### src/sv/bsc_pkg.sv
// ----------------------------------------------------------------------------
// bsc_pkg: shared types and constants of the breath sensing candle flicker
// Widths, register indexes, profile codes and the status bundles exchanged
// between the breeze machine, the flicker unit and the top level.
// ----------------------------------------------------------------------------
package bsc_pkg;

  localparam int SAMPLE_BITS_DEF = 10;

  localparam int THR_W      = 10;
  localparam int ALPHA_W    = 16;
  localparam int PWM_W      = 8;
  localparam int MODE_W     = 3;
  localparam int CFG_IDX_W  = 3;
  localparam int CFG_DATA_W = 16;

  // configuration register indexes
  localparam logic [CFG_IDX_W-1:0] REG_MIN_CHANGE     = 3'd0;
  localparam logic [CFG_IDX_W-1:0] REG_STRONG_CHANGE  = 3'd1;
  localparam logic [CFG_IDX_W-1:0] REG_BLOWOUT_CHANGE = 3'd2;
  localparam logic [CFG_IDX_W-1:0] REG_ALPHA_CALM     = 3'd3;
  localparam logic [CFG_IDX_W-1:0] REG_ALPHA_BREEZE   = 3'd4;

  // register reset values
  localparam logic [THR_W-1:0]   MIN_CHANGE_RST     = 10'd2;
  localparam logic [THR_W-1:0]   STRONG_CHANGE_RST  = 10'd4;
  localparam logic [THR_W-1:0]   BLOWOUT_CHANGE_RST = 10'd6;
  localparam logic [ALPHA_W-1:0] ALPHA_CALM_RST     = 16'd65327;
  localparam logic [ALPHA_W-1:0] ALPHA_BREEZE_RST   = 16'd109;

  // breeze mode codes as reported on the result channel
  localparam logic [MODE_W-1:0] MODE_CODE_CALM   = 3'd0;
  localparam logic [MODE_W-1:0] MODE_CODE_ONSET  = 3'd1;
  localparam logic [MODE_W-1:0] MODE_CODE_LIGHT  = 3'd2;
  localparam logic [MODE_W-1:0] MODE_CODE_HOLD   = 3'd3;
  localparam logic [MODE_W-1:0] MODE_CODE_FADING = 3'd4;
  localparam logic [MODE_W-1:0] MODE_CODE_STRONG = 3'd5;

  // LED profile codes
  typedef logic [1:0] profile_t;
  localparam profile_t PROF_CALM    = 2'd0;
  localparam profile_t PROF_LIGHT   = 2'd1;
  localparam profile_t PROF_STRONG  = 2'd2;
  localparam profile_t PROF_INITIAL = 2'd3;

  // noise generator
  localparam logic [31:0] LCG_MULT  = 32'd1103515245;
  localparam logic [31:0] LCG_INC   = 32'd12345;
  localparam logic [31:0] LCG_SEED  = 32'd1;
  localparam logic [15:0] NOISE_MID = 16'd16384;

  typedef struct packed {
    logic [THR_W-1:0] min_change;
    logic [THR_W-1:0] strong_change;
    logic [THR_W-1:0] blowout_change;
  } thr_t;

  typedef struct packed {
    logic              blown_out;
    profile_t          profile;
    logic [MODE_W-1:0] mode;
  } mode_stat_t;

  function automatic logic [7:0] prof_scale(profile_t p);
    logic [7:0] s;
    case (p)
      PROF_CALM:   s = 8'd50;
      PROF_LIGHT:  s = 8'd50;
      PROF_STRONG: s = 8'd200;
      default:     s = 8'd200;
    endcase
    return s;
  endfunction

  function automatic logic [7:0] prof_gain(profile_t p);
    logic [7:0] g;
    case (p)
      PROF_STRONG: g = 8'd255;
      default:     g = 8'd200;
    endcase
    return g;
  endfunction

  function automatic logic [6:0] prof_offset(profile_t p);
    logic [6:0] o;
    case (p)
      PROF_CALM:   o = 7'd32;
      PROF_LIGHT:  o = 7'd64;
      PROF_STRONG: o = 7'd0;
      default:     o = 7'd32;
    endcase
    return o;
  endfunction

endpackage

### src/sv/bsc_mode.sv
// ----------------------------------------------------------------------------
// bsc_mode: six-mode breeze machine
// Tracks the newest sensor reading and the drop between readings, moves
// between the breeze modes and picks the LED profile; latches blow-out.
// ----------------------------------------------------------------------------
module bsc_mode import bsc_pkg::*; #(
  parameter int SAMPLE_BITS = SAMPLE_BITS_DEF
) (
  input  logic                   clk,
  input  logic                   rst_n,
  input  logic                   step,
  input  logic [SAMPLE_BITS-1:0] sample,
  input  thr_t                   thr,
  output mode_stat_t             stat
);

  localparam int DW = SAMPLE_BITS + 1;
  localparam int CW = (SAMPLE_BITS > THR_W) ? SAMPLE_BITS + 2 : THR_W + 2;

  typedef enum logic [5:0] {
    M_CALM    = 6'b000001,
    M_ONSET   = 6'b000010,
    M_LIGHT   = 6'b000100,
    M_HOLD    = 6'b001000,
    M_FADING  = 6'b010000,
    M_STRONG  = 6'b100000
  } mode_fsm_t;

  mode_fsm_t              mode_r, mode_nxt;
  logic [SAMPLE_BITS-1:0] newest_r, newest_nxt;
  logic [DW-1:0]          drop_r, drop_nxt;
  profile_t               prof_r, prof_nxt;
  logic                   blown_r, blown_nxt;

  logic [DW-1:0]          fresh;
  logic [DW-1:0]          drop_use;
  logic                   use_fresh;
  logic                   ge_min, ge_strong, ge_blow;
  logic [MODE_W-1:0]      mode_code;

  function automatic logic drop_ge(logic [DW-1:0] d, logic [THR_W-1:0] t);
    logic signed [CW-1:0] ds;
    logic signed [CW-1:0] ts;
    ds = $signed({{(CW-DW){d[DW-1]}}, d});
    ts = $signed({{(CW-THR_W){1'b0}}, t});
    return ds >= ts;
  endfunction

  assign fresh     = {1'b0, newest_r} - {1'b0, sample};
  assign use_fresh = (mode_r == M_CALM) || (mode_r == M_LIGHT) || (mode_r == M_STRONG);
  assign drop_use  = use_fresh ? fresh : drop_r;
  assign ge_min    = drop_ge(drop_use, thr.min_change);
  assign ge_strong = drop_ge(drop_use, thr.strong_change);
  assign ge_blow   = drop_ge(drop_use, thr.blowout_change);

  always_comb begin
    mode_nxt   = mode_r;
    newest_nxt = newest_r;
    drop_nxt   = drop_r;
    prof_nxt   = prof_r;
    blown_nxt  = blown_r;
    if (step) begin
      newest_nxt = sample;
      drop_nxt   = drop_use;
      case (mode_r)
        M_CALM: begin
          if (ge_min) mode_nxt = M_ONSET;
        end
        M_ONSET, M_LIGHT: begin
          if (ge_strong) begin
            mode_nxt  = M_STRONG;
            prof_nxt  = PROF_STRONG;
            blown_nxt = blown_r | ge_blow;
          end else if (mode_r == M_ONSET) begin
            mode_nxt = M_LIGHT;
            prof_nxt = PROF_LIGHT;
          end else begin
            mode_nxt = M_HOLD;
          end
        end
        M_HOLD: begin
          if (ge_min) begin
            mode_nxt = M_LIGHT;
          end else begin
            mode_nxt = M_CALM;
            prof_nxt = PROF_CALM;
          end
        end
        M_FADING: begin
          if (ge_min) begin
            mode_nxt = M_LIGHT;
            prof_nxt = PROF_LIGHT;
          end else begin
            mode_nxt = M_CALM;
            prof_nxt = PROF_CALM;
          end
        end
        M_STRONG: begin
          if (!ge_strong) mode_nxt = M_FADING;
          blown_nxt = blown_r | ge_blow;
        end
        default: begin
          // no defined mode: leave everything untouched
          newest_nxt = newest_r;
          drop_nxt   = drop_r;
        end
      endcase
    end
  end

  always_ff @(posedge clk) begin
    if (!rst_n) begin
      mode_r   <= M_CALM;
      newest_r <= '0;
      drop_r   <= '0;
      prof_r   <= PROF_INITIAL;
      blown_r  <= 1'b0;
    end else begin
      mode_r   <= mode_nxt;
      newest_r <= newest_nxt;
      drop_r   <= drop_nxt;
      prof_r   <= prof_nxt;
      blown_r  <= blown_nxt;
    end
  end

  always_comb begin
    case (mode_r)
      M_CALM:   mode_code = MODE_CODE_CALM;
      M_ONSET:  mode_code = MODE_CODE_ONSET;
      M_LIGHT:  mode_code = MODE_CODE_LIGHT;
      M_HOLD:   mode_code = MODE_CODE_HOLD;
      M_FADING: mode_code = MODE_CODE_FADING;
      M_STRONG: mode_code = MODE_CODE_STRONG;
      default:  mode_code = MODE_CODE_CALM;
    endcase
  end

  assign stat.blown_out = blown_r;
  assign stat.profile   = prof_r;
  assign stat.mode      = mode_code;

endmodule

### config.mk
export PLATFORM = sky130hd
export DESIGN_NAME = bsc_mode
export DESIGN_NICKNAME = d
export VERILOG_FILES = /design/src/sv/bsc_pkg.sv /design/src/sv/bsc_mode.sv
export SDC_FILE = /design/constraint.sdc
export NUM_CORES = 1
export LEC_CHECK = 0
export ABC_AREA = 1
export BUFFER_PORTS_ARGS = -buffer_cell sky130_fd_sc_hd__clkbuf_2
export CORE_AREA = 2 2 93 95
export DETAILED_ROUTE_END_ITERATION = 8
export DIE_AREA = 0 0 95 97
export HOLD_SLACK_MARGIN = 0.06
export PLACE_DENSITY = 0.52
export SYNTH_ARGS = -nofsm -noshare
export SYNTH_HDL_FRONTEND = slang
export SYNTH_SLANG_ARGS = --single-unit
### constraint.sdc
create_clock -name clk -period 3.8 [get_ports clk]
set_input_delay 0 -clock clk [delete_from_list [all_inputs] [get_ports clk]]
set_output_delay 0 -clock clk [all_outputs]
set_load 0.02 [all_outputs]
==> results of run 1 <==
==> critical path: cells and delay by family <==
family                   cells  cell delay [ps]
AND/OR/NAND/NOR             16             1190
buffers and inverters        6              980
adder cells (fa/ha/maj)      2              670
AO/OA/AOI/OAI                3              450
XOR/XNOR                     1              180
==> cell families (layout without fill, tap and decap cells) <==
family          count (synthesis)  after routing  synth area share, %
compound gates                 74             74                 14.5
buf+inv                        93            153                 13.5
simple gates                  184            184                 30.8
flops                          30             30                 21.6
xor+xnor                        3              3                0.946
fa+ha+maj                      41             41                 18.7
==> flip-flops by register name, summed over array words and instances (netlist names) <==
name      flops
blown_r       1
drop_r       11
mode_r        6
newest_r     10
prof_r        2
==> repair_timing <==
action                                  CTS  global route
resized for setup                         0             3
hold buffers                              8             0
endpoints found under the setup margin    0             8
endpoints found under the hold margin     8             0
==> path summary, 6_finish.rpt <==
path / endpoint / slack (ps) / depth (start not counted)
setup / recovery: mode_r[0] / 490 / 28
setup reg to reg: mode_r[0] / 540 / 24
hold / removal: newest_r[1] / 80 / 3
hold reg to reg: drop_r[2] / 450 / 2
==> stage by stage <==
step           setup WS (ps)  hold slack, ps
5_1_grt                 71.3             105
4_1_cts                  312            66.4
3_5_place_dp             424             254
6_report                 491            75.0
3_3_place_gp             442             251
2_1_floorplan            926             138
==> cell usage after synthesis, drive strengths merged <==
library cell,number
nand2,103
inv,85
ha,40
nor2,39
a21oi,34
dfxtp,30
o21ai,29
nand3,26
nand4,8
buf,6
nand3b,5
a31oi,3
or2,3
a21o,2
clkbuf,2
o21a,2
o21bai,2
xor2,2
a211oi,1
fa,1
o22ai,1
xnor2,1
==> layout make-up <==
| type | instances | area [um2] | share of cell area, % |
|---|---|---|---|
| Clock buffer | 6 | 82.6 | 2.49 |
| Clock inverter | 2 | 12.5 | 0.378 |
| Inverter | 85 | 322 | 9.71 |
| Multi-Input combinational cell | 302 | 1810 | 54.7 |
| Sequential cell | 30 | 601 | 18.1 |
| Tap cell | 105 | 131 | 3.97 |
| Timing Repair Buffer | 60 | 350 | 10.6 |
==> placed cells by master, fill, tap and decap left out, drive strengths merged, types with 4 or more instances in the layout <==
master,Yosys,final
a21oi,34,34
buf,6,4
clkbuf,2,54
dfxtp,30,30
dlygate4sd3,0,8
ha,40,40
inv,85,85
nand2,103,103
nand3,26,26
nand3b,5,5
nand4,8,8
nor2,39,39
o21ai,29,29
==> per-layer routing <==
| metal | routed length (um) | vias up | share of wire [%] | GRT usage [%] |
|---|---|---|---|---|
| met5 | 0 | - | 0 | 0 |
| met4 | 58 | 0 | 0.86 | 3.01 |
| met3 | 258 | 4 | 3.8 | 3.66 |
| met2 | 2860 | 44 | 42 | 23.8 |
| met1 | 3560 | 1168 | 53 | 21.3 |
| li1 | - | 1479 | - | - |
==> power groups by stage <==
stage	sequential, mW	clock (mW)	combinational (mW)
after floorplan	0.453	0	1.22
after global placement	0.458	0	1.59
after detailed placement	0.461	0	1.61
after CTS	0.454	0.289	1.63
after global routing	0.464	0.303	1.91
final	0.454	0.277	1.62
==> implementation parameters, run 1 <==
Parameter                              Value

Clocking
  Post-CTS setup-driven buffer insertion count ... 0
  Root buffer selected by CTS ... sky130_fd_sc_hd__clkbuf_8
  Number of sinks driven by the clock tree ... 30
  Number of CTS-inserted buffers ... 5
  CTS tree ... done
  Clock edge transition at the registers on the reported setup and hold paths ... 70 ps
  Clock latency reported for the late side of the worst-skew pair ... 290 ps
  Buffer depth of the longest clock path ... 2
  H-tree depth reported by CTS ... 2

Critical path
  Critical Path Start Type ... input port
  CP startpoint ... sample[3]
  Highest net fanout along the worst path ... 7
  Capturing element type of the critical path ... flip-flop
  WS Path Type ... input port to flip-flop
  Worst Path Required ... 3950 ps
  CP max stage cell ... sky130_fd_sc_hd__dlygate4sd3_1
  Cell type with the highest occurrence count on the critical path ... sky130_fd_sc_hd__nand2_1
  Worst endpoint data arrival time ... 3460 ps
  Source of the worst register-to-register timing path ... newest_r[0]
  Worst stage delay on the critical path ... 520 ps

Placed design
  Placed Instance Area ... 3130 um2
  Weighted congestion reported at the end of routability-driven placement ... 0.849
  Cells after DPL ... 574
  Detailed Place HPWL ... 5.30 mm
  Count of input and output buffers ... 48

Cells and area
  Final design instance area without fill ... 3310 um2
  Fill count ... 884
  Net count, final ... 568
  Diodes inserted ... 0
  Final core utilization ... 40.7%
  Area growth, synth to finish ... 19.1%
  Fraction of final layout cells with drive strength greater than 1 ... 19.0%
  Non-Filler Instances ... 590

Global route
  Total GRT Usage ... 15.3%
  Number of antenna violations at the first check in global routing ... 0
  Maximum number of pins on one net before global-route repair ... 31
  Vias in the first global route ... 2,450
  Wire length of the first global-routing pass ... 11.2 mm
  Grt ovf ... 0

STA
  Fin crit period ... 3310 ps
  RSZ-0062 raised after global routing ... false
  Final sum of negative setup slack ... 0 ps
  Number of setup violations in the final report ... 0
  Transition time at the pin with the least slew margin ... 646 ps
  Worst clock skew ... 5.89 ps
  Max-slew headroom at the worst pin ... 56.9%
  Final slew viol count ... 0
  Maximum clock frequency ... 302 MHz
  Number of endpoints with negative hold slack in the final report ... 0
  Crit share post-route ... 87.1%

Synthesis
  Sequential fraction of the synthesis area ... 21.6%
  Count of mapped cells out of synthesis ... 425
  Top-area cell type share of the netlist area ... 21.6%
  Post-synthesis cell type with the largest combined area ... sky130_fd_sc_hd__dfxtp_1
  Net count after synthesis ... 509
  Cell types with the largest area share after synthesis ... sky130_fd_sc_hd__dfxtp_1 22%, sky130_fd_sc_hd__ha_1 18%, sky130_fd_sc_hd__nand2_1 13%
  Yosys reg bits ... 30
  Synth cell types ... 35
  Synthesized area ... 2780 um2
  Synthesized area per cell ... 6.54 um2
  Number of warning messages in the yosys log ... 0

Floorplanning
  Die Footprint ... 9220 um2
  Standard-cell row count ... 33
  Area of the core ... 8130 um2
  Initial standard-cell utilization of the core ... 34.2%
  Die span in x ... 95 um
  I/O pin total ... 49
  DIE HEIGHT ... 97 um

Detailed routing
  Detailed router's first-iteration violation count ... 84
  Final routed wirelength across all metal layers ... 6.73 mm
  Detail Route Antenna Nets ... 0
  Detailed-router iteration count before antenna repair ... 5
  Remaining design rule violation count ... 0
  Wire length per cell after detailed routing ... 11.4 um
  Via density per instance ... 4.57
  Total via count in the routed design ... 2,695

Pwr
  Sequential fraction of design power ... 19.3%
  Combinational power share ... 68.9%
  Part of the total power dissipated in the clock network ... 11.8%
  Int Pwr ... 1.16 mW
  Total net switching power ... 1.19 mW
  Maximum vdd drop ... 0.297 mV
  Overall power consumption ... 2.35 mW
  Leakage ... 1.91 nW
  Pwr dens ... 711 nW/um2
  Switching Fraction ... 50.6%

Hold path
  Min-delay src ... sample[1]
  Path class of the lowest-slack min-delay path ... input port to flip-flop

Job
  Number of max-capacitance violations reported ... 0

Status
  Result of the run ... finished, final reports clean
Power figures use the tool's default switching activity.
==> run 2, diff against run 1 <==
--- a/config.mk
+++ b/config.mk
@@ -13,3 +13,3 @@
 export HOLD_SLACK_MARGIN = 0.06
-export PLACE_DENSITY = 0.52
+export PLACE_DENSITY = 0.53
 export SYNTH_ARGS = -nofsm -noshare
==> constraint.sdc (replaced) <==
create_clock -name clk -period 3.8 [get_ports clk]
set_input_delay 0.19 -clock clk [delete_from_list [all_inputs] [get_ports clk]]
set_output_delay 0.19 -clock clk [all_outputs]
set_load 0.02 [all_outputs]
==> run 2 against run 1 <==
Compared with the run above:
- worst hold slack improved by 72 ps
- utilization is 1.2 points lower
- non-clock buffer count is 9 lower
- sequential power about the same
- worst setup slack lost 65 ps
- cell count shrank 1.5%
- sequential cell count unchanged
- wire length is 5.3% lower
- critical path depth fell by 3
- clock skew decreased by 0.94 ps
- first-iteration DRC count increased by 19%
- highest routed layer unchanged
==> implementation parameters, run 2 (same netlist as run 1, synthesis figures left out) <==
Parameter                              Value

STA
  Crit share post-route ... 88.8%
  Fin crit period ... 3370 ps
  Number of endpoints with negative hold slack in the final report ... 0
  Final sum of negative setup slack ... 0 ps
  Number of setup violations in the final report ... 0
  Worst clock skew ... 4.95 ps
  Maximum clock frequency ... 296 MHz
  Final slew viol count ... 0
  RSZ-0062 raised after global routing ... false
  Transition time at the pin with the least slew margin ... 595 ps
  Max-slew headroom at the worst pin ... 59.9%

Clocking
  H-tree depth reported by CTS ... 2
  Buffer depth of the longest clock path ... 2
  Clock edge transition at the registers on the reported setup and hold paths ... 70 ps
  Post-CTS setup-driven buffer insertion count ... 0
  CTS-repair resized insts ... 0
  Number of sinks driven by the clock tree ... 30
  Number of CTS-inserted buffers ... 5
  CTS tree ... done
  Quantity of hold-fixing buffers added after cts ... 0
  Clock latency reported for the late side of the worst-skew pair ... 290 ps
  Root buffer selected by CTS ... sky130_fd_sc_hd__clkbuf_8

Floorplanning
  Area of the core ... 8130 um2
  Die Footprint ... 9220 um2
  DIE HEIGHT ... 97 um
  I/O pin total ... 49
  Die span in x ... 95 um
  Initial standard-cell utilization of the core ... 34.2%
  Standard-cell row count ... 33

Detailed routing
  Detailed-router iteration count before antenna repair ... 4
  Routed length on met2 ... 2.75 mm
  Met1 WL ... 3.31 mm
  Final routed wirelength across all metal layers ... 6.37 mm
  Detailed router's first-iteration violation count ... 100
  Remaining design rule violation count ... 0
  Top metal layer carrying routed signals ... met4
  Wire length per cell after detailed routing ... 11.0 um
  Detail Route Antenna Nets ... 0
  Met3 wire len ... 267 um
  Total via count in the routed design ... 2,669
  Via density per instance ... 4.59

Global route
  Number of antenna violations at the first check in global routing ... 0
  Vias in the first global route ... 2,540
  Maximum number of pins on one net before global-route repair ... 31
  Grt ovf ... 0
  Total GRT Usage ... 14.8%
  Wire length of the first global-routing pass ... 11.1 mm

Status
  Result of the run ... finished, final reports clean

Hold path
  Path class of the lowest-slack min-delay path ... input port to flip-flop

Critical path
  Worst Path Required ... 3950 ps
  CP max stage cell ... sky130_fd_sc_hd__o21ai_0
  Critical Path Start Type ... flip-flop
  WS Path Type ... flip-flop to flip-flop
  Cell type with the highest occurrence count on the critical path ... sky130_fd_sc_hd__nand2_1
  Worst stage delay on the critical path ... 480 ps
  Capturing element type of the critical path ... flip-flop
  Highest net fanout along the worst path ... 7
  Worst endpoint data arrival time ... 3530 ps

Pwr
  Overall power consumption ... 2.31 mW
  Pwr dens ... 719 nW/um2
  Leakage ... 1.87 nW
  Maximum vdd drop ... 0.241 mV

Placed design
  Count of input and output buffers ... 48
  Detailed Place HPWL ... 5.17 mm
  Weighted congestion reported at the end of routability-driven placement ... 0.852
  Placed Instance Area ... 3120 um2

Cells and area
  Diodes inserted ... 0
  Flip-flop count of the largest register after layout ... 11
  Fill count ... 877
  Final design instance area without fill ... 3210 um2
  Leading cell types in the layout, fill and taps excluded ... 94 x sky130_fd_sc_hd__nand2_1, 78 x sky130_fd_sc_hd__inv_1, 48 x sky130_fd_sc_hd__clkbuf_2
  Most common cell after layout, fill and taps aside ... sky130_fd_sc_hd__nand2_1
  Net count, final ... 559
  Leading registers by flop count ... drop_r (11), newest_r (10), mode_r (6)
  Biggest register ... drop_r
  Final core utilization ... 39.5%
  Fraction of final layout cells with drive strength greater than 1 ... 18.5%
  Area growth, synth to finish ... 15.6%

Job
  Number of max-capacitance violations reported ... 0
## run 2: area by class of cell
cell class	instances	area (um2)	share of cell area, %
clock buffer	7	86.3	2.69
clock inverter	1	5.00	0.156
inverter	85	322	10.0
multi-input combinational	302	1800	56.2
sequential	30	601	18.7
tap	105	131	4.09
timing repair buffer	51	263	8.18
## run 2: critical path: cells and delay by family, from the launching register on
family	cells	cell delay, ps
AND/OR/NAND/NOR	17	1080
adder cells (fa/ha/maj)	3	960
AO/OA/AOI/OAI	2	590
flip-flops	1	310
buffers and inverters	3	300
## run 2: layer usage
| metal | up-vias | track usage [%] |
|---|---|---|
| met3 | 6 | 2.65 |
| met5 | - | 0 |
| met2 | 53 | 23.3 |
| met4 | 0 | 4.68 |
| li1 | 1455 | - |
| met1 | 1155 | 20.4 |
## run 2: path summary, 6_finish.rpt
path                             startpoint     endpoint  slack [ps]  cells after the start
worst min register to register      blown_r      blown_r         450                      2
worst max-delay path            newest_r[0]    mode_r[0]         430                     25
worst min-delay path              sample[2]  newest_r[2]         150                      3
worst max register to register  newest_r[0]    mode_r[0]         430                     25
## run 2: power by group
part,leakage (nW),internal [mW],total [mW],switching [mW]
clock,0.0482,0.146,0.273,0.127
sequential,0.247,0.408,0.454,0.0462
combinational,1.57,0.587,1.58,0.994
total,1.87,1.14,2.31,1.17
## run 2: stage by stage
stage	setup WS, ps	std cells	hold WS [ps]
2_1_floorplan	926	425	328
3_3_place_gp	419	573	438
3_5_place_dp	455	573	441
4_1_cts	463	581	140
5_1_grt	39.9	581	163
6_report	426	581	147
==> run 3, diff against run 2 <==
HOLD_SLACK_MARGIN = 0.1   (was 0.06)
PLACE_DENSITY = 0.51   (was 0.53)
==> run 3 against run 2 <==
Compared with the run above:
- global-route usage about the same
- clock power increased by 21%
- non-clock buffer count decreased by 1
- largest power group unchanged
==> implementation parameters, run 3 (same netlist as run 1, synthesis figures left out) <==
Parameter                              Value

Placed design
  Weighted congestion reported at the end of routability-driven placement ... 0.858
  Count of input and output buffers ... 48
  DP Worst Slack ... 438 ps
  Placed Instance Area ... 3110 um2
  Detailed Place HPWL ... 5.21 mm

Status
  Result of the run ... finished, final reports clean

Floorplanning
  I/O pin total ... 49
  Die span in x ... 95 um
  Area of the core ... 8130 um2
  Initial standard-cell utilization of the core ... 34.2%
  DIE HEIGHT ... 97 um
  Standard-cell row count ... 33
  Die Footprint ... 9220 um2

Detailed routing
  Remaining design rule violation count ... 0
  Via density per instance ... 4.63
  Detail Route Antenna Nets ... 0
  Total via count in the routed design ... 2,686
  Wire length per cell after detailed routing ... 11.1 um
  Detailed-router iteration count before antenna repair ... 4
  Final routed wirelength across all metal layers ... 6.44 mm
  Detailed router's first-iteration violation count ... 105

Critical path
  Capturing element type of the critical path ... flip-flop
  Worst Path Required ... 3940 ps
  Worst endpoint data arrival time ... 3440 ps
  Critical Path Start Type ... flip-flop
  Reg-to-reg slack, setup ... 500 ps
  WS Path Type ... flip-flop to flip-flop
  Source of the worst register-to-register timing path ... newest_r[2]
  Highest net fanout along the worst path ... 7
  CP startpoint ... newest_r[2]

Clocking
  Root buffer selected by CTS ... sky130_fd_sc_hd__clkbuf_8
  Clock latency reported for the late side of the worst-skew pair ... 290 ps
  Quantity of hold-fixing buffers added after cts ... 0
  Buffer depth of the longest clock path ... 2
  Clock edge transition at the registers on the reported setup and hold paths ... 80 ps
  CTS tree ... done
  Number of sinks driven by the clock tree ... 30
  H-tree depth reported by CTS ... 2
  Number of CTS-inserted buffers ... 5
  Post-CTS setup-driven buffer insertion count ... 0
  CTS-repair resized insts ... 0

Pwr
  Maximum vdd drop ... 0.239 mV
  Pwr dens ... 725 nW/um2
  Leakage ... 1.87 nW

STA
  Final slew viol count ... 0
  Worst clock skew ... 10.8 ps
  Final sum of negative setup slack ... 0 ps
  Fin crit period ... 3300 ps
  Number of endpoints with negative hold slack in the final report ... 0
  Crit share post-route ... 86.8%
  Max-slew headroom at the worst pin ... 51.6%
  Post-layout worst setup margin ... 501 ps
  Transition time at the pin with the least slew margin ... 719 ps
  Number of setup violations in the final report ... 0
  RSZ-0062 raised after global routing ... false
  Maximum clock frequency ... 303 MHz

Global route
  Wire length of the first global-routing pass ... 11.1 mm
  Number of antenna violations at the first check in global routing ... 0
  Maximum number of pins on one net before global-route repair ... 31
  Grt ovf ... 0
  Total GRT Usage ... 14.8%
  Vias in the first global route ... 2,509

Hold path
  Path class of the lowest-slack min-delay path ... input port to flip-flop
  Min-delay src ... sample[4]

Cells and area
  Net count, final ... 558
  Leading cell types in the layout, fill and taps excluded ... 94 x sky130_fd_sc_hd__nand2_1, 78 x sky130_fd_sc_hd__inv_1, 48 x sky130_fd_sc_hd__clkbuf_2
  Diodes inserted ... 0
  Leading registers by flop count ... drop_r (11), newest_r (10), mode_r (6)
  Flip-flop count of the largest register after layout ... 11
  Fraction of final layout cells with drive strength greater than 1 ... 18.3%
  Biggest register ... drop_r
  Most common cell after layout, fill and taps aside ... sky130_fd_sc_hd__nand2_1
  Final design instance area without fill ... 3220 um2
  Area growth, synth to finish ... 16.0%

Job
  Number of max-capacitance violations reported ... 0
-- run 3: changes by cell type in the layout (fill, tap and decap cells not counted), sizes merged --
cell,change
bufinv,+1
buf,-1
clkinv,-1
clkinvlp,+1
clkbuf,-1
-- run 3: layout make-up --
| class | count | area, um2 |
|---|---|---|
| timing repair buffer | 50 | 255 |
| sequential | 30 | 601 |
| multi-input combinational | 302 | 1800 |
| clock buffer | 6 | 72.6 |
| inverter | 85 | 322 |
| fill | 892 | 4910 |
| tap | 105 | 131 |
| clock inverter | 2 | 37.5 |
-- run 3: routing by layer --
layer	global-route usage, %	share of wire [%]	up-vias
met4	2.45	0.65	0
li1	-	-	1451
met2	24.4	45	45
met3	2.34	4.2	5
met5	0	0	-
met1	20.6	50	1185
-- run 3: where the power goes --
group,leakage [nW],switching (mW),total [mW],internal [mW]
Combinational,1.57,0.975,1.55,0.575
Clock,0.0514,0.133,0.329,0.196
Sequential,0.247,0.0490,0.457,0.408
-- run 3: worst max-delay path, cell delays in order, from the launching register on --
cell	delay, ps
sky130_fd_sc_hd__dfxtp_1	320
sky130_fd_sc_hd__ha_1	350
sky130_fd_sc_hd__a21oi_1	210
sky130_fd_sc_hd__o21ai_1	130
sky130_fd_sc_hd__a21oi_1	240
sky130_fd_sc_hd__nor2_1	60
sky130_fd_sc_hd__nor2_1	110
sky130_fd_sc_hd__xor2_1	100
sky130_fd_sc_hd__o21ai_1	330
sky130_fd_sc_hd__ha_1	300
sky130_fd_sc_hd__nand2_1	80
sky130_fd_sc_hd__nor2_1	50
sky130_fd_sc_hd__nand2_1	50
sky130_fd_sc_hd__nand2_1	40
sky130_fd_sc_hd__nor2_1	90
sky130_fd_sc_hd__nand2_1	60
sky130_fd_sc_hd__nand2_1	50
sky130_fd_sc_hd__nand2_1	90
sky130_fd_sc_hd__nand3_2	80
sky130_fd_sc_hd__nand2_2	50
sky130_fd_sc_hd__inv_2	120
sky130_fd_sc_hd__nand2_2	100
sky130_fd_sc_hd__nand2_1	70
sky130_fd_sc_hd__nand3_1	70
-- run 3: worst paths after layout --
| kind | end | cells after the start |
|---|---|---|
| worst max register to register | mode_r[0] | 23 |
| worst min-delay path | newest_r[4] | 3 |
| worst min register to register | blown_r | 2 |
| worst max-delay path | mode_r[0] | 23 |
-- run 3: metrics by stage --
stage | instances | utilization, % | hold WS (ps) | power, mW
after floorplan | 425 | - | 328 | 1.67
after global placement | 572 | 38.3 | 438 | 2.02
after detailed placement | 572 | 38.3 | 442 | 2.04
after CTS | 580 | 39.6 | 135 | 2.38
after global routing | 580 | 39.6 | 149 | 2.66
final | 580 | 39.6 | 142 | 2.34
