### src/sv/bsc_pkg.sv
// ----------------------------------------------------------------------------
// bsc_pkg: shared types and constants of the breath sensing candle flicker
// Widths, register indexes, profile codes and the status bundles exchanged
// between the breeze machine, the flicker unit and the top level.
// ----------------------------------------------------------------------------
package bsc_pkg;

  localparam int SAMPLE_BITS_DEF = 10;

  localparam int THR_W      = 10;
  localparam int ALPHA_W    = 16;
  localparam int PWM_W      = 8;
  localparam int MODE_W     = 3;
  localparam int CFG_IDX_W  = 3;
  localparam int CFG_DATA_W = 16;

  // configuration register indexes
  localparam logic [CFG_IDX_W-1:0] REG_MIN_CHANGE     = 3'd0;
  localparam logic [CFG_IDX_W-1:0] REG_STRONG_CHANGE  = 3'd1;
  localparam logic [CFG_IDX_W-1:0] REG_BLOWOUT_CHANGE = 3'd2;
  localparam logic [CFG_IDX_W-1:0] REG_ALPHA_CALM     = 3'd3;
  localparam logic [CFG_IDX_W-1:0] REG_ALPHA_BREEZE   = 3'd4;

  // register reset values
  localparam logic [THR_W-1:0]   MIN_CHANGE_RST     = 10'd2;
  localparam logic [THR_W-1:0]   STRONG_CHANGE_RST  = 10'd4;
  localparam logic [THR_W-1:0]   BLOWOUT_CHANGE_RST = 10'd6;
  localparam logic [ALPHA_W-1:0] ALPHA_CALM_RST     = 16'd65327;
  localparam logic [ALPHA_W-1:0] ALPHA_BREEZE_RST   = 16'd109;

  // breeze mode codes as reported on the result channel
  localparam logic [MODE_W-1:0] MODE_CODE_CALM   = 3'd0;
  localparam logic [MODE_W-1:0] MODE_CODE_ONSET  = 3'd1;
  localparam logic [MODE_W-1:0] MODE_CODE_LIGHT  = 3'd2;
  localparam logic [MODE_W-1:0] MODE_CODE_HOLD   = 3'd3;
  localparam logic [MODE_W-1:0] MODE_CODE_FADING = 3'd4;
  localparam logic [MODE_W-1:0] MODE_CODE_STRONG = 3'd5;

  // LED profile codes
  typedef logic [1:0] profile_t;
  localparam profile_t PROF_CALM    = 2'd0;
  localparam profile_t PROF_LIGHT   = 2'd1;
  localparam profile_t PROF_STRONG  = 2'd2;
  localparam profile_t PROF_INITIAL = 2'd3;

  // noise generator
  localparam logic [31:0] LCG_MULT  = 32'd1103515245;
  localparam logic [31:0] LCG_INC   = 32'd12345;
  localparam logic [31:0] LCG_SEED  = 32'd1;
  localparam logic [15:0] NOISE_MID = 16'd16384;

  typedef struct packed {
    logic [THR_W-1:0] min_change;
    logic [THR_W-1:0] strong_change;
    logic [THR_W-1:0] blowout_change;
  } thr_t;

  typedef struct packed {
    logic              blown_out;
    profile_t          profile;
    logic [MODE_W-1:0] mode;
  } mode_stat_t;

  function automatic logic [7:0] prof_scale(profile_t p);
    logic [7:0] s;
    case (p)
      PROF_CALM:   s = 8'd50;
      PROF_LIGHT:  s = 8'd50;
      PROF_STRONG: s = 8'd200;
      default:     s = 8'd200;
    endcase
    return s;
  endfunction

  function automatic logic [7:0] prof_gain(profile_t p);
    logic [7:0] g;
    case (p)
      PROF_STRONG: g = 8'd255;
      default:     g = 8'd200;
    endcase
    return g;
  endfunction

  function automatic logic [6:0] prof_offset(profile_t p);
    logic [6:0] o;
    case (p)
      PROF_CALM:   o = 7'd32;
      PROF_LIGHT:  o = 7'd64;
      PROF_STRONG: o = 7'd0;
      default:     o = 7'd32;
    endcase
    return o;
  endfunction

endpackage

### src/sv/bsc_flicker.sv
// ----------------------------------------------------------------------------
// bsc_flicker: bit-serial noise, filter and PWM unit
// Advances the LCG, runs the one-pole low-pass filter and forms the
// saturated PWM level with shift-and-add multiplies, one bit per cycle.
// ----------------------------------------------------------------------------
module bsc_flicker import bsc_pkg::*; (
  input  logic               clk,
  input  logic               rst_n,
  input  logic               start,
  input  profile_t           profile,
  input  logic [ALPHA_W-1:0] alpha_calm,
  input  logic [ALPHA_W-1:0] alpha_breeze,
  output logic               done,
  output logic [PWM_W-1:0]   pwm_level
);

  localparam int ACC_W     = 35;
  localparam int MC_W      = 33;
  localparam int LCG_STEPS = 32;
  localparam int FLT_STEPS = ALPHA_W;
  localparam int LVL_STEPS = 8;

  typedef enum logic [4:0] {
    F_IDLE = 5'b00001,
    F_LCG  = 5'b00010,
    F_PREP = 5'b00100,
    F_FILT = 5'b01000,
    F_LVL  = 5'b10000
  } fl_state_t;

  fl_state_t          st_r, st_nxt;
  logic [4:0]         cnt_r, cnt_nxt;
  logic [31:0]        lcg_r, lcg_nxt;
  logic [15:0]        z_r, z_nxt;
  logic [15:0]        n_r, n_nxt;
  logic [ACC_W-1:0]   acc_r, acc_nxt;
  logic [MC_W-1:0]    mc_r, mc_nxt;
  logic [MC_W-1:0]    nsh_r, nsh_nxt;
  logic [ALPHA_W-1:0] a_r, a_nxt;
  logic [7:0]         scale_r, scale_nxt;
  logic [7:0]         gain_r, gain_nxt;
  logic [PWM_W-1:0]   pwm_r, pwm_nxt;

  logic [31:0]        lcg_sum;
  logic [15:0]        n_c;
  logic [16:0]        d_c;
  logic [ACC_W-1:0]   mc_ext, nsh_ext;
  logic [ACC_W-1:0]   filt_sum, lvl_sum;
  logic [15:0]        z_new;
  logic [ALPHA_W-1:0] alpha_sel;

  assign lcg_sum  = acc_r[31:0] + mc_r[31:0];
  assign n_c      = {1'b0, lcg_r[30:16]} - NOISE_MID;
  assign d_c      = {z_r[15], z_r} - {n_c[15], n_c};
  assign mc_ext   = {{(ACC_W-MC_W){mc_r[MC_W-1]}}, mc_r};
  assign nsh_ext  = {{(ACC_W-MC_W){nsh_r[MC_W-1]}}, nsh_r};
  assign filt_sum = acc_r + (a_r[0] ? mc_ext : '0);
  assign lvl_sum  = acc_r + (scale_r[0] ? mc_ext : '0) + (gain_r[0] ? nsh_ext : '0);
  assign z_new    = filt_sum[31:16];

  always_comb begin
    case (profile)
      PROF_CALM:   alpha_sel = alpha_calm;
      PROF_LIGHT:  alpha_sel = alpha_breeze;
      PROF_STRONG: alpha_sel = alpha_breeze;
      default:     alpha_sel = '0;
    endcase
  end

  always_comb begin
    st_nxt    = st_r;
    cnt_nxt   = cnt_r;
    lcg_nxt   = lcg_r;
    z_nxt     = z_r;
    n_nxt     = n_r;
    acc_nxt   = acc_r;
    mc_nxt    = mc_r;
    nsh_nxt   = nsh_r;
    a_nxt     = a_r;
    scale_nxt = scale_r;
    gain_nxt  = gain_r;
    pwm_nxt   = pwm_r;
    done      = 1'b0;
    case (st_r)
      F_IDLE: begin
        if (start) begin
          acc_nxt = {{(ACC_W-32){1'b0}}, LCG_INC};
          mc_nxt  = {1'b0, lcg_r};
          cnt_nxt = '0;
          st_nxt  = F_LCG;
        end
      end
      F_LCG: begin
        // add the shifted state for each set bit of the multiplier
        if (LCG_MULT[cnt_r]) acc_nxt = {{(ACC_W-32){1'b0}}, lcg_sum};
        mc_nxt  = {mc_r[MC_W-2:0], 1'b0};
        cnt_nxt = cnt_r + 5'd1;
        if (cnt_r == 5'(LCG_STEPS-1)) begin
          lcg_nxt = LCG_MULT[cnt_r] ? lcg_sum : acc_r[31:0];
          st_nxt  = F_PREP;
        end
      end
      F_PREP: begin
        // t = alpha*(z-n) + n*65536, rounding bias folded into bit 15
        n_nxt   = n_c;
        mc_nxt  = {{(MC_W-17){d_c[16]}}, d_c};
        acc_nxt = {{(ACC_W-32){n_c[15]}}, n_c, 16'h8000};
        a_nxt   = alpha_sel;
        cnt_nxt = '0;
        st_nxt  = F_FILT;
      end
      F_FILT: begin
        acc_nxt = filt_sum;
        mc_nxt  = {mc_r[MC_W-2:0], 1'b0};
        a_nxt   = {1'b0, a_r[ALPHA_W-1:1]};
        cnt_nxt = cnt_r + 5'd1;
        if (cnt_r == 5'(FLT_STEPS-1)) begin
          z_nxt     = z_new;
          mc_nxt    = {{(MC_W-16){z_new[15]}}, z_new};
          nsh_nxt   = {{(MC_W-16){n_r[15]}}, n_r};
          acc_nxt   = {{(ACC_W-22){1'b0}}, prof_offset(profile), 15'd0};
          scale_nxt = prof_scale(profile);
          gain_nxt  = prof_gain(profile);
          cnt_nxt   = '0;
          st_nxt    = F_LVL;
        end
      end
      F_LVL: begin
        acc_nxt   = lvl_sum;
        mc_nxt    = {mc_r[MC_W-2:0], 1'b0};
        nsh_nxt   = {nsh_r[MC_W-2:0], 1'b0};
        scale_nxt = {1'b0, scale_r[7:1]};
        gain_nxt  = {1'b0, gain_r[7:1]};
        cnt_nxt   = cnt_r + 5'd1;
        if (cnt_r == 5'(LVL_STEPS-1)) begin
          // clamp negative to zero, anything past 255 to full scale
          if (lvl_sum[ACC_W-1]) pwm_nxt = '0;
          else if (|lvl_sum[ACC_W-1:23]) pwm_nxt = '1;
          else pwm_nxt = lvl_sum[22:15];
          done   = 1'b1;
          st_nxt = F_IDLE;
        end
      end
      default: st_nxt = F_IDLE;
    endcase
  end

  always_ff @(posedge clk) begin
    if (!rst_n) begin
      st_r  <= F_IDLE;
      cnt_r <= '0;
      lcg_r <= LCG_SEED;
      z_r   <= '0;
      pwm_r <= '0;
    end else begin
      st_r  <= st_nxt;
      cnt_r <= cnt_nxt;
      lcg_r <= lcg_nxt;
      z_r   <= z_nxt;
      pwm_r <= pwm_nxt;
    end
  end

  always_ff @(posedge clk) begin
    n_r     <= n_nxt;
    acc_r   <= acc_nxt;
    mc_r    <= mc_nxt;
    nsh_r   <= nsh_nxt;
    a_r     <= a_nxt;
    scale_r <= scale_nxt;
    gain_r  <= gain_nxt;
  end

  assign pwm_level = pwm_r;

endmodule

### config.mk
export PLATFORM = sky130hd
export DESIGN_NAME = bsc_flicker
export DESIGN_NICKNAME = d
export VERILOG_FILES = /design/src/sv/bsc_pkg.sv /design/src/sv/bsc_flicker.sv
export SDC_FILE = /design/constraint.sdc
export NUM_CORES = 1
export LEC_CHECK = 0
export ABC_AREA = 1
export BUFFER_PORTS_ARGS = -buffer_cell sky130_fd_sc_hd__buf_2
export CORE_ASPECT_RATIO = 1.75
export CORE_UTILIZATION = 54
export CTS_BUF_LIST = sky130_fd_sc_hd__clkbuf_4 sky130_fd_sc_hd__clkbuf_8
export DETAILED_ROUTE_END_ITERATION = 10
export GPL_TIMING_DRIVEN = 0
export PLACE_DENSITY = 0.81
export SKIP_LAST_GASP = 1
export SLEW_MARGIN = 20
export SYNTH_ARGS = -nofsm -noshare
export SYNTH_HDL_FRONTEND = slang
export SYNTH_SLANG_ARGS = --single-unit
### constraint.sdc
create_clock -name clk -period 3.9 [get_ports clk]
set_input_delay 0.195 -clock clk [delete_from_list [all_inputs] [get_ports clk]]
set_output_delay 0.195 -clock clk [all_outputs]
set_load 0.02 [all_outputs]
==> results_dict.tcl, run 1 <==
set metrics [dict create \
    drcViolationCount 0 \
    path_class "flop to flop" \
    dominantRegCellSynth "edfxtp_1" \
    ant_nets 0 \
    ys_types 58 \
    dieArea_um2 34700 \
    drt_iter0_markers 2016 \
    whs_path_depth 4 \
    whs_ps 46.2 \
    setup_viol 0 \
    cts.path.max_buffers 3 \
    maxCapViolCount 0 \
    syn_avg_cell_area_um2 6.93 \
    path_common_cell "nand2_1" \
    relSlewSlack_pct 23.5 \
    wl_per_cell_um 24.4 \
    synth_edf_count 148 \
    drt-total-wl_um 78500 \
    core-area_um2 33300 \
    leakagePower_nw 9.93 \
    fin_ws_ps 54.6 \
    netlist_area_um2 18300 \
    cts_made_buffers 36 \
    grt_pass1_vias 18800 \
    cts_sinks 215 \
    start_kind "flop" \
    yosysTopAreaCell "edfxtp_1" \
    worstPathRequired_ps 4250 \
    antenna_found_initial 1 \
    cts_tree "done" \
    cp_max_fo 10 \
    min_period_ps 3850 \
    hold_viol 0 \
    critPathTopFamily "simple AND/OR/NAND/NOR gates" \
    period_share_pct 98.6 \
    grt_start_max_net_pins 30 \
    crit_cells 17 \
    worst_pin_slew_ps 1140 \
    synth_common_cells "nand2_1, inv_1, a21oi_1" \
    vias_per_cell 5.99 \
    drive_gt1_share_pct 9.61 \
    fmax_mhz 260 \
    fillers 3191 \
    min-delay-start "start" \
    die_width_um 141 \
    synth_fp_nets 2849 \
    critPathCaptureType "flop" \
    powerDensity_nw_per_um2 527 \
    ys_async_sr_fraction_pct 0 \
    grt_usage_pct 45.7 \
    grt_pass1_wl_um 114000 \
    insertion_delay_ps 620 \
    rr_worst_depth 17 \
    synth_seq_cells 215 \
    path_buf_inv 3 \
    fin_skew_ps 49.0 \
    seq_area_frac_synth_pct 31.5 \
    multi_input_area_um2 11200 \
    worst_path_max_delay_cell "edfxtp_1" \
    syn_inst 2648 \
    synth_top_area_share_pct 24.2 \
    gp_congestion 1.07 \
    min_path_type "input pin to flop" \
    dieHeight_um 246 \
    dp_worst_setup_slack_ps -1020 \
    io_pins 46 \
    peakVddDrop_uv 353 \
    rsz0062_at_grt "true" \
    hpwl_um 62500 \
    clock-root-buffer "clkbuf_8" \
    row_count 88 \
    worstPathCellList "buf_6, clkbuf_4, nand2_1, inv_1, fa_1, ha_2, nand2_2, nor2_4, nand2_1, nor2_1, nand2_1, nand4_1, nand2_2, nand2_1, o21ai_0, a31oi_1, o21ai_0" \
    synthTopCellsByArea "edfxtp_1, nand2_1, ha_1, inv_1, dfxtp_1" \
    tns_ps 0 \
    reg2reg_from "scale_r[0]" \
    area_delta_synth_final_pct 11.9 \
    cts_max_level 2 \
    synth_most_common_cell "nand2_1" \
    ys.warnings.count 0 \
    crit_arrival_ps 4190 \
    start_util_pct 55.2 \
    drt_pre_antenna_iters 7 \
    seqCellArea_um2 5790 \
    routed-via-count 19300 \
    cp_slowest_stage_delay_ps 510 \
    slew_violations 0 \
    grt.overflow.total 0 \
    cts.clk_slew.worst_paths_ps 70 \
    worstSetupStartpoint "scale_r[0]" \
    status "completed" \
    fin_nets 2944 \
    io_buffer_count 45 \
]
## power by group
part,total [mW],switching (mW),internal [mW]
Combinational,5.40,3.75,1.65
Sequential,3.24,0.488,2.75
Clock,2.16,1.10,1.06
## worst paths after layout
kind | to | slack (ps)
min reg2reg | pwm_level[3] | 460
max | acc_r[27] | 50
min | st_r[0] | 50
max reg2reg | acc_r[27] | 50
## flip-flops by register name, summed over array words and instances, names as in the netlist, named ones only
signal / flops
lcg_r: 32
gain_r: 8
n_r: 15
a_r: 16
nsh_r: 33
st_r: 5
acc_r: 35
cnt_r: 5
mc_r: 33
pwm_level: 8
scale_r: 8
z_r: 16
## cell usage in the layout (no fill, tap or decap), types with 18 or more instances in the layout
master	count
inv_1	382
o21ai_0	110
xor2_1	37
edfxtp_1	148
a21oi_1	205
clkbuf_1	41
ha_1	114
inv_2	18
nor2_1	183
nand3_1	101
buf_2	49
dfxtp_1	67
fa_1	38
nand2_1	822
nand4_1	43
nor2_2	19
nand2_2	31
clkbuf_8	37
## cell families after synthesis
logic type,after synthesis,share of synthesized area (%)
DFF,215,31.5
AOI/OAI and AO/OA,460,14.6
adders and majority gates,164,12.7
and+or+nand+nor,1289,29.1
xor gates and xnor gates,47,2.24
buffers and inverters,473,9.75
## stage by stage
step,cells,area [um2],utilization (%),power [mW]
finish,3220,20500,61.7,10.8
global route,3220,20500,61.7,11.3
CTS,3213,20100,60.4,10.3
detailed placement,3146,19200,57.8,8.21
global placement,3143,19100,57.5,8.10
floorplan,2648,18300,-,6.40
## final cells by class
cell class              instances  share of cell area [%]
multi-input cells            1960                    54.7
flip-flops and latches        215                    28.2
inverters                     404                    7.39
well taps                     450                    2.74
clock buffers                  41                    2.60
repair buffers                 60                    2.04
plain buffers                  66                    1.46
clock inverters                23                   0.866
diodes                          1                  0.0122
## worst reg2reg max path: cells and delay by family, from the launching register on
kind	cells	cell delay, ps
AOI/OAI and AO/OA	3	530
adders and majority gates	2	860
buffers and inverters	3	450
DFF	1	510
and+or+nand+nor	9	1270
## routing by layer
layer,part of all wire (%),GRT usage (%)
met2,46,74.9
met3,9.0,9.93
met1,33,46.4
met5,0,0
met4,12,48.4
## timing repair
action	4_1_cts	5_1_grt
cloned	0	1
setup buffers	3	5
pin swaps	2	11
hold buffers	3	0
endpoints found under the hold margin	2	0
gates resized for setup	39	106
endpoints found under the setup margin	46	17
Power figures use the tool's default switching activity.
==> run 2: changes to the inputs <==
--- a/config.mk
+++ b/config.mk
@@ -10,9 +10,10 @@
 export CORE_ASPECT_RATIO = 1.75
 export CORE_UTILIZATION = 54
 export CTS_BUF_LIST = sky130_fd_sc_hd__clkbuf_4 sky130_fd_sc_hd__clkbuf_8
+export CTS_CLUSTER_SIZE = 10
 export DETAILED_ROUTE_END_ITERATION = 10
 export GPL_TIMING_DRIVEN = 0
-export PLACE_DENSITY = 0.81
+export PLACE_DENSITY = 0.84
 export SKIP_LAST_GASP = 1
 export SLEW_MARGIN = 20
 export SYNTH_ARGS = -nofsm -noshare
==> constraint.sdc (replaced) <==
create_clock -name clk -period 3.2 [get_ports clk]
set_input_delay 0.16 -clock clk [delete_from_list [all_inputs] [get_ports clk]]
set_output_delay 0.16 -clock clk [all_outputs]
set_load 0.02 [all_outputs]
==> run 2 against run 1 <==
The run now ends with setup timing left. Sequential cell count unchanged. Clock power increased by 24%. Maximum frequency increased by 3.5%. Critical path depth increased by 3. Sequential power increased by 24%. Critical endpoint is now pwm_level[2]. Largest cell class unchanged.
==> results_dict.tcl, run 2 (synthesis results as in run 1) <==
set metrics [dict create \
    status "finished, violations left" \
    start_kind "flop" \
    cp_max_fo 10 \
    cts_sinks 215 \
    drt-total-wl_um 85700 \
    seqCellArea_um2 5790 \
    grt_pass1_wl_um 120000 \
    fin_skew_ps 35.4 \
    maxCapViolCount 0 \
    design_power_total_mw 14.9 \
    grt.overflow.total 0 \
    cts.path.max_buffers 3 \
    core-area_um2 33300 \
    critPathCaptureType "flop" \
    row_count 88 \
    dp_worst_setup_slack_ps -1320 \
    fin_ws_ps -517 \
    setup_viol 30 \
    leakagePower_nw 10.6 \
    worstPathRequired_ps 3600 \
    wl_per_cell_um 26.0 \
    final_cell_area_um2 22800 \
    gp_congestion 1.10 \
    powerDensity_nw_per_um2 654 \
    fillers 2780 \
    layout_common_cells "nand2_1, inv_1, a21oi_1, nor2_1, edfxtp_1" \
    routed-via-count 20300 \
    start_util_pct 55.2 \
    drcViolationCount 0 \
    whs_ps 41.3 \
    grt_usage_pct 48.6 \
    crit_arrival_ps 4110 \
    grt_pass1_vias 19600 \
    multi_input_area_um2 12700 \
    largest_register_ffs 35 \
    vias_per_cell 6.17 \
    relSlewSlack_pct 12.0 \
    final_common_cell "nand2_1" \
    io_pins 46 \
    path_class "flop to flop" \
    slew_violations 0 \
    cts_made_buffers 35 \
    drt_iter0_markers 2278 \
    dieArea_um2 34700 \
    hold_viol 0 \
    placed_cell_area_um2 19200 \
    drt_pre_antenna_iters 8 \
    cts_tree "done" \
    grt_start_max_net_pins 26 \
    worst_pin_slew_ps 1320 \
    fin_nets 3016 \
    fmax_mhz 269 \
    hpwl_um 63400 \
    top_register "acc_r" \
    cts.clk_slew.worst_paths_ps 70 \
    dieHeight_um 246 \
    area_delta_synth_final_pct 24.2 \
    antenna_found_initial 4 \
    min_period_ps 3720 \
    clock-root-buffer "clkbuf_8" \
    io_buffer_count 45 \
    ant_nets 0 \
    drive_gt1_share_pct 21.0 \
    die_width_um 141 \
    min_path_type "input pin to flop" \
    tns_ps -8130 \
    period_share_pct 116 \
    reg_top3 "acc_r: 35 flops, mc_r: 33 flops, nsh_r: 33 flops" \
    failed_checks "setup timing" \
    insertion_delay_ps 600 \
    cts_max_level 2 \
    peakVddDrop_uv 430 \
    rsz0062_at_grt "true" \
]
==> run 2: cell types whose count changed in the layout (fill, tap and decap cells not counted), sizes merged <==
cell	delta
nand2	+1
clkinvlp	+2
dlygate4sd3	+1
inv	-4
buf	+72
clkinv	-3
clkbuf	+4
diode	+2
==> run 2: layout make-up <==
type / count / share of cell area (%)
diodes: 3 / 0.0330
plain buffers: 65 / 1.63
clock buffers: 46 / 2.59
clock inverters: 18 / 0.681
inverters: 404 / 6.84
multi-input cells: 1961 / 55.8
flip-flops and latches: 215 / 25.4
well taps: 450 / 2.47
repair buffers: 133 / 4.53
==> run 2: worst paths after layout <==
path	startpoint	to	slack (ps)	cells past startpoint
hold reg to reg	pwm_level[4]	pwm_level[4]	460	2
setup / recovery	scale_r[0]	pwm_level[2]	-520	20
hold / removal	alpha_calm[6]	a_r[6]	40	4
setup reg to reg	scale_r[0]	pwm_level[2]	-520	20
==> run 2: critical path, cell delays in order, from the launching register on <==
cell and delay, ps:
edfxtp_1 410, buf_8 180, clkbuf_16 170, nand2_1 60, inv_1 60, fa_1 510, ha_4 330, nand2_4 80
nor2_4 300, buf_6 160, a21oi_4 60, nor2_4 350, nor2_4 80, nand2_2 70, nand2_2 50, nand2_2 70
nand2_2 60, nor2_4 250, nand3_2 120, nand2_2 70, a21oi_1 60
==> run 2: power by group <==
group	internal, mW	leakage (nW)	switching [mW]	total [mW]
logic	2.79	8.25	5.42	8.21
clock network	1.39	0.383	1.29	2.68
registers	3.35	1.95	0.652	4.01
==> run 2: metal layers <==
layer  track usage, %  vias up  share of wire, %
li1                 -     9017                 -
met1             47.8     9397                31
met2             79.6     1373                45
met3             12.9      551                11
met4             51.3        2                13
met5                0        -             0.012
==> run 2: metrics by stage <==
stage	std cells	utilization [%]
2_1_floorplan	2648	-
6_report	3295	68.5
5_1_grt	3293	68.5
4_1_cts	3255	64.4
3_5_place_dp	3145	57.8
3_3_place_gp	3143	57.6
==> run 2: repair_timing <==
item                                    CTS  global route
pin swaps                                53           117
hold buffers                              4             0
endpoints found under the setup margin  137           106
gates resized for setup                 246           286
endpoints found under the hold margin     3             0
cloned                                    5             0
setup buffers                            40            39
==> run 3: changes to the inputs <==
--- a/config.mk
+++ b/config.mk
@@ -8,6 +8,7 @@
 export ABC_AREA = 1
 export BUFFER_PORTS_ARGS = -buffer_cell sky130_fd_sc_hd__buf_2
 export CORE_ASPECT_RATIO = 1.75
+export CORE_MARGIN = 8
 export CORE_UTILIZATION = 54
 export CTS_BUF_LIST = sky130_fd_sc_hd__clkbuf_4 sky130_fd_sc_hd__clkbuf_8
 export CTS_CLUSTER_SIZE = 10
==> run 3 against run 2 <==
The run still ends with setup timing left. Cell area is 0.79% higher. Utilization is 0.23 points lower. Combinational power is 0.5% higher. Count of clock-buffer cells in the layout is 3 lower. Maximum frequency is 0.87% lower. Worst hold slack better by 13 ps. Clock skew is 2.4 ps higher. Die area is 16% higher.
==> results_dict.tcl, run 3 (synthesis results as in run 1) <==
set metrics [dict create \
    status "finished, violations left" \
    failed_checks "setup timing" \
    rr_worst_depth 22 \
    r2r_end "pwm_level[1]" \
    core-area_um2 33600 \
    start_kind "flop" \
    drt_iter0_markers 2438 \
    antenna_found_initial 3 \
    insertion_delay_ps 590 \
    p_comb_share_pct 54.7 \
    worstPathRequired_ps 3620 \
    drcViolationCount 0 \
    min_period_ps 3750 \
    largest_register_ffs 35 \
    seqCellArea_um2 5790 \
    fin_skew_ps 37.8 \
    dieArea_um2 40300 \
    fmax_mhz 267 \
    gp_congestion 1.10 \
    placed_cell_area_um2 19200 \
    cts.path.max_buffers 3 \
    reg2reg_from "gain_r[0]" \
    leakagePower_nw 10.7 \
    top_register "acc_r" \
    worst_pin_slew_ps 1250 \
    grt_start_max_net_pins 26 \
    final_cell_area_um2 23000 \
    fin_ws_ps -549 \
    cts_tree "done" \
    grt_usage_pct 41.1 \
    worstPathCellList "buf_8, buf_4, nand2_1, clkinvlp_4, fa_2, ha_4, buf_4, nand3_2, nand3_2, nand3_2, nand3b_1, nand2_1, nand2_1, nand2_1, nand2_2, nor2_2, nand2_2, nor2_4, buf_12, nand3_2, nand2_2, a21oi_2" \
    io_buffer_count 45 \
    crit_arrival_ps 4170 \
    design_power_total_mw 15.1 \
    path_class "flop to flop" \
    reg_top3 "acc_r: 35 flops, mc_r: 33 flops, nsh_r: 33 flops" \
    vias_per_cell 6.11 \
    peakVddDrop_uv 458 \
    swShare_pct 49.5 \
    maxCapViolCount 0 \
    multi_input_area_um2 12700 \
    cts_max_level 2 \
    fin_cells 3316 \
    drive_gt1_share_pct 21.6 \
    period_share_pct 117 \
    crit_end "pwm_level[1]" \
    setup_viol 29 \
    drt_pre_antenna_iters 8 \
    fillers 2822 \
    area_delta_synth_final_pct 25.1 \
    r2r_setup_slack_ps -550 \
    min-delay-start "alpha_calm[1]" \
    min_path_type "input pin to flop" \
    relSlewSlack_pct 16.7 \
    cts_sinks 215 \
    clock-root-buffer "clkbuf_8" \
    cp_slowest_stage_delay_ps 450 \
    layout_common_cells "nand2_1, inv_1, a21oi_1, nor2_1, edfxtp_1" \
    hold_viol 0 \
    p_clk_share_pct 18.4 \
    cts.clk_slew.worst_paths_ps 70 \
    io_pins 46 \
    grt_pass1_wl_um 121000 \
    grt.overflow.total 0 \
    critPathCaptureType "flop" \
    grt_pass1_vias 19400 \
    rsz0062_at_grt "true" \
    place_inst 3150 \
    slew_violations 0 \
    hpwl_um 64500 \
    ant_nets 0 \
    start_util_pct 54.5 \
    p_sw_mw 7.47 \
    powerDensity_nw_per_um2 658 \
    worst_path_max_delay_cell "fa_2" \
    p_int_mw 7.62 \
    dieHeight_um 260 \
    seqPwrFrac_pct 26.9 \
    tns_ps -8950 \
    row_count 89 \
    die_width_um 155 \
    final_common_cell "nand2_1" \
    fin_nets 3032 \
    routed-via-count 20300 \
    wl_per_cell_um 26.4 \
    drt-total-wl_um 87400 \
    cts_made_buffers 36 \
    cp_max_fo 8 \
    worstSetupStartpoint "gain_r[0]" \
]
## run 3: changes by cell type in the layout (fill, tap and decap cells not counted), sizes merged
cell and delta:
bufinv +1, clkinvlp +1, clkbuf -3, clkinv +1
inv +2, diode -1, buf +15
## run 3: metal layers
layer / part of all wire, % / GRT usage (%) / wire length, um / vias up
li1: - / - / - / 9045
met1: 32 / 41.2 / 27600 / 9354
met2: 47 / 68.8 / 41000 / 1364
met3: 9.9 / 8.91 / 8700 / 498
met4: 12 / 40.9 / 10100 / 0
met5: 0 / 0 / 0 / -
## run 3: worst max-delay path: cells and delay by family, from the launching register on
kind	cells	cell delay [ps]
buf+inv	5	890
flops	1	420
simple gates	14	1580
fa+ha+maj	2	640
compound gates	1	50
## run 3: final cells by class
type	count	share of cell area (%)
diodes	2	0.0218
multi-input cells	1961	55.2
flip-flops and latches	215	25.2
clock buffers	43	2.47
inverters	404	6.68
clock inverters	23	0.894
plain buffers	68	1.87
repair buffers	145	5.12
well taps	455	2.48
## run 3: worst min path at each step
stage | to | slack (ps) | cells past startpoint
CTS | a_r[1] | 40 | 4
finish | a_r[1] | 50 | 4
detailed placement | pwm_level[6] | 450 | 2
global placement | pwm_level[5] | 450 | 2
global route | a_r[6] | 50 | 4
floorplan | cnt_r[2] | 350 | 2
## run 3: power by group through the flow
stage	clock, mW	sequential [mW]	combinational, mW
2_1_floorplan	0	3.67	4.14
5_1_grt	2.85	4.05	8.77
3_3_place_gp	0	4.04	6.06
6_report	2.78	4.06	8.25
4_1_cts	2.73	3.98	7.05
3_5_place_dp	0	4.03	6.19
## run 3: repair_timing
item / CTS / global route
setup buffers: 40 / 55
pin swaps: 70 / 111
setup endpoints to repair: 139 / 130
endpoints found under the hold margin: 3 / 0
hold buffers: 4 / 0
gates resized for setup: 274 / 258
gates cloned: 3 / 0
## run 3: metrics by stage
| step | util [%] | hold slack [ps] | setup slack (ps) |
|---|---|---|---|
| finish | 68.2 | 54.5 | -549 |
| global route | 68.2 | 53.5 | -621 |
| CTS | 64.2 | 36.2 | -278 |
| detailed placement | 57.2 | 453 | -1310 |
| global placement | 57.0 | 449 | -1260 |
| floorplan | - | 354 | 5.97 |
